File: src/hw/rtl/dws_pkg.sv
// ----------------------------------------------------------------------------
// dws_pkg
// Shared types, command and error codes, and slot arithmetic for the
// double-ended queue with key search.
// ----------------------------------------------------------------------------
package dws_pkg;

    localparam int DEPTH  = 64;
    localparam int IDX_W  = $clog2(DEPTH);
    localparam int FILL_W = $clog2(DEPTH + 1);
    localparam int SUM_W  = $clog2(2 * DEPTH);

    localparam logic [2:0] CMD_PUSH_FRONT = 3'd0;
    localparam logic [2:0] CMD_PUSH_BACK  = 3'd1;
    localparam logic [2:0] CMD_POP_FRONT  = 3'd2;
    localparam logic [2:0] CMD_POP_BACK   = 3'd3;
    localparam logic [2:0] CMD_SEARCH     = 3'd4;

    localparam logic [1:0] ERR_NONE  = 2'd0;
    localparam logic [1:0] ERR_EMPTY = 2'd1;
    localparam logic [1:0] ERR_FULL  = 2'd2;

    typedef struct packed {
        logic [2:0]  command;
        logic [7:0]  symbol;
        logic [15:0] occurrence_count;
    } in_t;

    typedef struct packed {
        logic [7:0]  front_symbol;
        logic [15:0] front_count;
        logic [7:0]  back_symbol;
        logic [15:0] back_count;
        logic        is_empty;
        logic        found;
        logic [5:0]  found_position;
        logic [15:0] found_count;
        logic [1:0]  error;
    } out_t;

    typedef struct packed {
        logic [7:0]  symbol;
        logic [15:0] count;
    } entry_t;

    // slot of the entry that sits pos places behind the front
    function automatic logic [IDX_W-1:0] slot_at(logic [IDX_W-1:0] front,
                                                 logic [FILL_W-1:0] pos);
        logic [SUM_W-1:0] s;
        s = SUM_W'(front) + SUM_W'(pos);
        if (s >= SUM_W'(DEPTH)) begin
            s = s - SUM_W'(DEPTH);
        end
        return IDX_W'(s);
    endfunction

endpackage

File: src/hw/rtl/dws_store.sv
// ----------------------------------------------------------------------------
// dws_store
// Entry memory: one write port and two read ports with registered read data.
// ----------------------------------------------------------------------------
module dws_store (
    input  logic                      aclk,
    input  logic                      wr_en,
    input  logic [dws_pkg::IDX_W-1:0] wr_addr,
    input  dws_pkg::entry_t           wr_data,
    input  logic [dws_pkg::IDX_W-1:0] rd_addr_a,
    input  logic [dws_pkg::IDX_W-1:0] rd_addr_b,
    output dws_pkg::entry_t           rd_data_a,
    output dws_pkg::entry_t           rd_data_b
);

    dws_pkg::entry_t mem [dws_pkg::DEPTH];

    always_ff @(posedge aclk) begin
        if (wr_en) begin
            mem[wr_addr] <= wr_data;
        end
        rd_data_a <= mem[rd_addr_a];
        rd_data_b <= mem[rd_addr_b];
    end

endmodule

File: src/hw/rtl/deque_with_key_search.sv
// ----------------------------------------------------------------------------
// deque_with_key_search
// Bounded double-ended queue of symbol/count entries with search by symbol.
// ----------------------------------------------------------------------------
// Input channel s_*: one command per transfer (push front, push back, pop
// front, pop back, search). Result channel m_*: exactly one result per
// command, giving the front and back entries after the command, an empty
// flag, the search outcome and an error code (pop on empty, push on full;
// the queue is left unchanged in both cases).
// A push or pop goes through these steps in order: the transfer edge updates
// the pointers and writes the entry, then the memory is read, front and back
// are captured and the output register is loaded. s_ready comes back when
// the output register is loaded. A search adds a walk over the held entries,
// one memory read and one compare per cycle, stopping at the first match.
// s_ready is high only while no command is in work. The output register lets
// the next command be taken while a result waits; a command that finishes
// while m_valid is still stalled holds until the output is free. Reset
// (aresetn low, synchronous) empties the queue and drops any pending result.
// ----------------------------------------------------------------------------
module deque_with_key_search (
    input  logic           aclk,
    input  logic           aresetn,
    input  logic           s_valid,
    output logic           s_ready,
    input  dws_pkg::in_t   s_data,
    output logic           m_valid,
    input  logic           m_ready,
    output dws_pkg::out_t  m_data
);

    typedef enum logic [2:0] {
        ST_IDLE,
        ST_FETCH,
        ST_LATCH,
        ST_SCAN,
        ST_FINISH
    } state_t;

    state_t                     state_reg, state_next;
    logic [dws_pkg::IDX_W-1:0]  front_reg, front_next;
    logic [dws_pkg::FILL_W-1:0] fill_reg, fill_next;
    logic [dws_pkg::FILL_W-1:0] pos_reg, pos_next;
    logic [dws_pkg::FILL_W-1:0] chk_pos_reg, chk_pos_next;
    logic                       chk_vld_reg, chk_vld_next;
    logic                       search_reg, search_next;
    logic [7:0]                 key_reg, key_next;
    dws_pkg::out_t              res_reg, res_next;
    dws_pkg::out_t              out_reg, out_next;
    logic                       m_valid_reg, m_valid_next;

    logic                       wr_en;
    logic [dws_pkg::IDX_W-1:0]  wr_addr;
    dws_pkg::entry_t            wr_data;
    logic [dws_pkg::IDX_W-1:0]  rd_addr_a;
    logic [dws_pkg::IDX_W-1:0]  rd_addr_b;
    dws_pkg::entry_t            rd_data_a;
    dws_pkg::entry_t            rd_data_b;
    logic                       is_full;
    logic                       issue_ok;

    dws_store u_store (
        .aclk      (aclk),
        .wr_en     (wr_en),
        .wr_addr   (wr_addr),
        .wr_data   (wr_data),
        .rd_addr_a (rd_addr_a),
        .rd_addr_b (rd_addr_b),
        .rd_data_a (rd_data_a),
        .rd_data_b (rd_data_b)
    );

    assign s_ready = (state_reg == ST_IDLE);
    assign m_valid = m_valid_reg;
    assign m_data  = out_reg;

    assign is_full  = (fill_reg == dws_pkg::FILL_W'(dws_pkg::DEPTH));
    assign issue_ok = (pos_reg < fill_reg);

    assign wr_data.symbol = s_data.symbol;
    assign wr_data.count  = s_data.occurrence_count;

    assign rd_addr_a = (state_reg == ST_SCAN) ? dws_pkg::slot_at(front_reg, pos_reg)
                                              : front_reg;
    assign rd_addr_b = (fill_reg == '0) ? '0
                     : dws_pkg::slot_at(front_reg, fill_reg - dws_pkg::FILL_W'(1));

    always_comb begin
        state_next   = state_reg;
        front_next   = front_reg;
        fill_next    = fill_reg;
        pos_next     = pos_reg;
        chk_pos_next = chk_pos_reg;
        chk_vld_next = chk_vld_reg;
        search_next  = search_reg;
        key_next     = key_reg;
        res_next     = res_reg;
        out_next     = out_reg;
        m_valid_next = m_valid_reg && !m_ready;
        wr_en        = 1'b0;
        wr_addr      = front_reg;

        unique case (state_reg)
            ST_IDLE: begin
                if (s_valid) begin
                    res_next    = '0;
                    key_next    = s_data.symbol;
                    search_next = (s_data.command == dws_pkg::CMD_SEARCH);
                    state_next  = ST_FETCH;
                    unique case (s_data.command)
                        dws_pkg::CMD_PUSH_FRONT: begin
                            if (is_full) begin
                                res_next.error = dws_pkg::ERR_FULL;
                            end else begin
                                front_next = (front_reg == '0)
                                           ? dws_pkg::IDX_W'(dws_pkg::DEPTH - 1)
                                           : front_reg - dws_pkg::IDX_W'(1);
                                wr_en      = 1'b1;
                                wr_addr    = front_next;
                                fill_next  = fill_reg + dws_pkg::FILL_W'(1);
                            end
                        end
                        dws_pkg::CMD_PUSH_BACK: begin
                            if (is_full) begin
                                res_next.error = dws_pkg::ERR_FULL;
                            end else begin
                                wr_en     = 1'b1;
                                wr_addr   = dws_pkg::slot_at(front_reg, fill_reg);
                                fill_next = fill_reg + dws_pkg::FILL_W'(1);
                            end
                        end
                        dws_pkg::CMD_POP_FRONT: begin
                            if (fill_reg == '0) begin
                                res_next.error = dws_pkg::ERR_EMPTY;
                            end else begin
                                front_next = dws_pkg::slot_at(front_reg,
                                                              dws_pkg::FILL_W'(1));
                                fill_next  = fill_reg - dws_pkg::FILL_W'(1);
                            end
                        end
                        dws_pkg::CMD_POP_BACK: begin
                            if (fill_reg == '0) begin
                                res_next.error = dws_pkg::ERR_EMPTY;
                            end else begin
                                fill_next = fill_reg - dws_pkg::FILL_W'(1);
                            end
                        end
                        default: begin
                        end
                    endcase
                end
            end
            ST_FETCH: begin
                // memory addressed with the updated front and back slots
                state_next = ST_LATCH;
            end
            ST_LATCH: begin
                if (fill_reg == '0) begin
                    res_next.front_symbol = '0;
                    res_next.front_count  = '0;
                    res_next.back_symbol  = '0;
                    res_next.back_count   = '0;
                    res_next.is_empty     = 1'b1;
                end else begin
                    res_next.front_symbol = rd_data_a.symbol;
                    res_next.front_count  = rd_data_a.count;
                    res_next.back_symbol  = rd_data_b.symbol;
                    res_next.back_count   = rd_data_b.count;
                    res_next.is_empty     = 1'b0;
                end
                pos_next     = '0;
                chk_vld_next = 1'b0;
                state_next   = search_reg ? ST_SCAN : ST_FINISH;
            end
            ST_SCAN: begin
                // issue one read and check the previous one each cycle
                if (chk_vld_reg && (rd_data_a.symbol == key_reg)) begin
                    res_next.found          = 1'b1;
                    res_next.found_position = 6'(chk_pos_reg);
                    res_next.found_count    = rd_data_a.count;
                    chk_vld_next            = 1'b0;
                    state_next              = ST_FINISH;
                end else if (issue_ok) begin
                    chk_vld_next = 1'b1;
                    chk_pos_next = pos_reg;
                    pos_next     = pos_reg + dws_pkg::FILL_W'(1);
                end else begin
                    chk_vld_next = 1'b0;
                    state_next   = ST_FINISH;
                end
            end
            ST_FINISH: begin
                if (!m_valid_reg || m_ready) begin
                    out_next     = res_reg;
                    m_valid_next = 1'b1;
                    state_next   = ST_IDLE;
                end
            end
            default: begin
                state_next = ST_IDLE;
            end
        endcase
    end

    always_ff @(posedge aclk) begin
        if (!aresetn) begin
            state_reg   <= ST_IDLE;
            front_reg   <= '0;
            fill_reg    <= '0;
            chk_vld_reg <= 1'b0;
            m_valid_reg <= 1'b0;
        end else begin
            state_reg   <= state_next;
            front_reg   <= front_next;
            fill_reg    <= fill_next;
            chk_vld_reg <= chk_vld_next;
            m_valid_reg <= m_valid_next;
        end
        pos_reg     <= pos_next;
        chk_pos_reg <= chk_pos_next;
        search_reg  <= search_next;
        key_reg     <= key_next;
        res_reg     <= res_next;
        out_reg     <= out_next;
    end

    a_fill_bound: assert property (@(posedge aclk) disable iff (!aresetn)
        fill_reg <= dws_pkg::FILL_W'(dws_pkg::DEPTH))
        else $error("fill level above depth");

    a_full_push_dropped: assert property (@(posedge aclk) disable iff (!aresetn)
        (s_valid && s_ready && is_full &&
         (s_data.command == dws_pkg::CMD_PUSH_FRONT ||
          s_data.command == dws_pkg::CMD_PUSH_BACK))
        |=> $stable(fill_reg) && $stable(front_reg))
        else $error("push on full changed the queue");

    a_scan_keeps_queue: assert property (@(posedge aclk) disable iff (!aresetn)
        (state_reg == ST_SCAN) |-> $stable(fill_reg) && $stable(front_reg))
        else $error("queue pointers moved during search");

    a_check_in_range: assert property (@(posedge aclk) disable iff (!aresetn)
        (state_reg == ST_SCAN && chk_vld_reg) |-> (chk_pos_reg < fill_reg))
        else $error("search checked a position past the back");

    a_empty_flag: assert property (@(posedge aclk) disable iff (!aresetn)
        (state_reg == ST_FINISH) |-> (res_reg.is_empty == (fill_reg == '0)))
        else $error("empty flag disagrees with fill level");

endmodule
File: config.mk
export PLATFORM = sky130hd
export DESIGN_NAME = deque_with_key_search
export DESIGN_NICKNAME = d
export VERILOG_FILES = /design/src/hw/rtl/dws_pkg.sv /design/src/hw/rtl/dws_store.sv /design/src/hw/rtl/deque_with_key_search.sv
export SDC_FILE = /design/constraint.sdc
export NUM_CORES = 2
export LEC_CHECK = 0
export BUFFER_PORTS_ARGS = -buffer_cell sky130_fd_sc_hd__clkbuf_2
export CELL_PAD_IN_SITES_DETAIL_PLACEMENT = 1
export CELL_PAD_IN_SITES_GLOBAL_PLACEMENT = 2
export CORE_ASPECT_RATIO = 0.75
export CORE_MARGIN = 4
export CORE_UTILIZATION = 25
export CTS_CLUSTER_SIZE = 10
export DETAILED_ROUTE_END_ITERATION = 10
export GPL_ROUTABILITY_DRIVEN = 0
export MAX_ROUTING_LAYER = met4
export PLACE_DENSITY_LB_ADDON = 0.1
export SYNTH_ARGS = -nofsm -noshare
export SYNTH_HDL_FRONTEND = slang
export SYNTH_SLANG_ARGS = --single-unit
File: constraint.sdc
create_clock -name aclk -period 5.5 [get_ports aclk]
set_clock_uncertainty 0.1 [all_clocks]
set_input_delay 0.55 -clock aclk [delete_from_list [all_inputs] [get_ports aclk]]
set_output_delay 0.55 -clock aclk [all_outputs]
set_load 0.01 [all_outputs]
==> out/metrics.csv <==
stage,metric,value,unit
detailed_routing,Vias,68800,
floorplanning,Core Area,0.339,mm²
yosys,Syn Inst Count,7417,
finish,synth-to-layout area growth,18.3,%
timing,Final min period,5510,ps
detailed_routing,DRT Wirelength,473000,µm
outcome,failing checks,setup timing,
finish,Final #Nets,7673,
setup_path,kind of critical path,reg2reg,
clock_network,clk sinks,1772,
placement,pre-CTS worst setup slack,-191,ps
clock_network,htree depth,4,
floorplanning,Chip Height,513,µm
clock_network,"Reg clk slew, reported paths",60,ps
setup_path,r2r worst-path depth,11,
setup_path,r2r endpoint,u_store.rd_data_b[0],
detailed_routing,drt pass-1 iters,5,
global_route,grt total ovfl,0,
clock_network,Clock Latency Late Sink,910,ps
global_route,vias in the first global route,67300,
timing,Tightest Pin Transition,1390,ps
floorplanning,Starting Density,0.251,
yosys,Mapped Area,0.0851,mm²
placement,Inst Count DP,11900,
global_route,GRT Util Overall,0.270,
yosys,top_reg_cell synth,edfxtp_1,
power_and_ir_drop,Max VDD drop,0.000244,V
detailed_routing,antenna-violating nets left,0,
timing,setup TNS,-8.86,ps
finish,Filler cells,36900,
worst_hold_path,hold path start,s_data[24],
setup_path,R2R Setup Slk,-9,ps
yosys,"Seq/Total Area, Yosys",0.617,
setup_path,CP bufs+invs,2,
setup_path,Slowest cell on crit path,nor2_4,
global_route,first-pass GRT wire length,630000,µm
detailed_routing,initial DRC count,8761,
worst_hold_path,hold endpoint,search_reg,
floorplanning,Ports,107,
finish,max FFs per register,1536,
clock_network,Root Buffer,clkbuf_16,
yosys,"flops & latches, synth",1772,
global_route,pin count of the biggest net entering global routing,120,
setup_path,worst endpoint required time,6220,ps
setup_path,largest fanout on the critical path,14,
yosys,Netlist cell types,109,
power_and_ir_drop,leakage,35.0,nW
setup_path,critical path's top delay family,compound AO/OA/AOI/OAI gates,
yosys,Ys Warns,0,
setup_path,crit-path max cell delay,1010,ps
yosys,Post-synth EDFFs,1706,
worst_hold_path,Min-Delay Path Depth,2,
timing,fin. max-slew vios,0,
clock_network,TritonCTS clock tree,built,
setup_path,Startpoint Class,flop,
yosys,Synth Area per Inst,11.5,µm²
outcome,status,"finished, violations left",
clock_network,Clock Path Buffers,4,
finish,post-layout util,0.297,
floorplanning,Die Wd,682,µm
setup_path,crit path cell chain,inv_1 -> ha_1 -> xor2_1 -> ha_1 -> xor2_4 -> nor2_4 -> buf_4 -> a221oi_1 -> a2bb2oi_1 -> o22ai_1 -> mux4_2,
timing,Finish-stage setup viols,1,
timing,Final Hold Fails,0,
detailed_routing,drt drc,0,
placement,Post-Place Cell Area,0.0943,mm²
setup_path,CP dominant cell by count,ha_1,
floorplanning,site row count,185,
yosys,ys async rst share,0,
timing,Rel. slew slack,0.0701,
setup_path,Setup crit end kind,flop,
global_route,initial antenna violation count,59,
power_and_ir_drop,total power,40.2,mW
power_and_ir_drop,power per cell area,399,mW/mm²
finish,layout cells sized above 1,0.149,
timing,period utilisation layout,1.00,
finish,final instance area,0.101,mm²
clock_network,Num CTS Buffers,217,
placement,hpwl dp,302000,µm
floorplanning,Die ar.,0.350,mm²
worst_hold_path,Min-Delay Path Class,in2reg,
flow_run,max-capacitance violation count,0,
setup_path,Crit Reg-Reg Startpoint,fill_reg[0],
detailed_routing,post-DR wirelength/cell,38.5,µm
timing,WHS,105,ps
timing,RSZ-0062 raised after global routing,no,
timing,Max Clock Freq,0.182,GHz
yosys,Syn Nets,7478,
finish,Layout Cells excl Fill,12300,
timing,worst setup margin,-8.86,ps
placement,port buffer count,106,
detailed_routing,vias per inst,5.60,
setup_path,CP Data Arrival Time,6230,ps
==> power breakdown <==
part	switching, mW	internal (mW)
clock	6.03	7.59
sequential	0.594	15.1
combinational	7.92	3.02
==> cells in the final DEF, fill, tap and decap left out, drive strengths merged, types with 84 or more instances in the layout <==
cell type  Yosys  final
nand3        748    748
nand2       1751   1751
nor2         176    176
o21ai        254    254
edfxtp      1706   1706
mux2i        241    241
clkbuf       282    434
a221oi       144    144
mux4         125    125
o22ai         92     92
a31oi         84     84
a21oi        472    472
buf          330    487
and2          90     90
==> layer usage <==
layer / wire length (µm) / track usage / vias up / part of all wire
met3: 40500 / 0.0595 / 488 / 0.086
met1: 233000 / 0.411 / 36800 / 0.49
li1: - / - / 28500 / -
met4: 11000 / 0.0582 / 0 / 0.023
met5: 0 / - / - / 0
met2: 188000 / 0.359 / 3034 / 0.40
==> cell type report <==
| cell class | count | area, µm² | area share |
|---|---|---|---|
| clock buffer | 337 | 6120 | 0.0607 |
| sequential | 1772 | 52600 | 0.522 |
| multi-input combinational | 5000 | 30500 | 0.303 |
| clock inverter | 28 | 183 | 0.00181 |
| inverter | 32 | 146 | 0.00145 |
| tap | 4488 | 5620 | 0.0557 |
| antenna | 49 | 123 | 0.00122 |
| timing repair buffer | 589 | 5520 | 0.0548 |
==> how the worst max path moves through the flow <==
stage | start | to | slack [ps] | cells after the start
CTS | state_reg[1] | u_store.rd_data_a[6] | 70 | 12
finish | fill_reg[0] | u_store.rd_data_b[0] | -9 | 11
detailed placement | fill_reg[0] | u_store.rd_data_b[13] | -190 | 13
floorplan | fill_reg[0] | u_store.mem[31][0] | 150 | 12
global route | fill_reg[0] | u_store.rd_data_b[20] | 90 | 14
global placement | fill_reg[0] | u_store.rd_data_b[13] | -180 | 13
==> Yosys cell counts (53+ instances only) <==
cell	number	area (µm²)
a21oi_1	469	2350
a221oi_1	144	1260
a22o_1	60	526
a22oi_1	67	503
a31oi_1	83	519
a41oi_1	56	490
and2_1	84	526
and3_1	53	332
buf_1	95	357
buf_2	211	1060
clkbuf_1	275	1030
dfxtp_1	66	1320
edfxtp_1	1706	51200
mux2i_1	240	2400
mux4_2	125	2820
nand2_1	1747	6560
nand3_1	746	3730
nor2_1	174	653
nor3_1	69	345
o211ai_1	68	510
o21ai_0	224	1120
o221ai_1	71	622
o22ai_1	91	569
==> logic make-up (layout without fill, tap and decap cells) <==
| group | Yosys count | in the layout | share of synthesized area |
|---|---|---|---|
| flip-flops | 1772 | 1772 | 0.617 |
| adder cells (fa/ha/maj) | 30 | 30 | 0.00467 |
| AND/OR/NAND/NOR | 2995 | 2995 | 0.154 |
| multiplexers | 396 | 396 | 0.0654 |
| AO/OA/AOI/OAI | 1546 | 1546 | 0.120 |
| buffers and inverters | 645 | 986 | 0.0342 |
| XOR/XNOR | 33 | 33 | 0.00379 |
| other | 0 | 49 | 0 |
==> repair_timing <==
item                       CTS  global route
setup endpoints to repair    1             1
hold endpoints to repair    29             0
setup buffers                0             0
resized for setup            1             1
hold buffers                 5             0
Note: power is estimated with default switching activity, not from simulation.
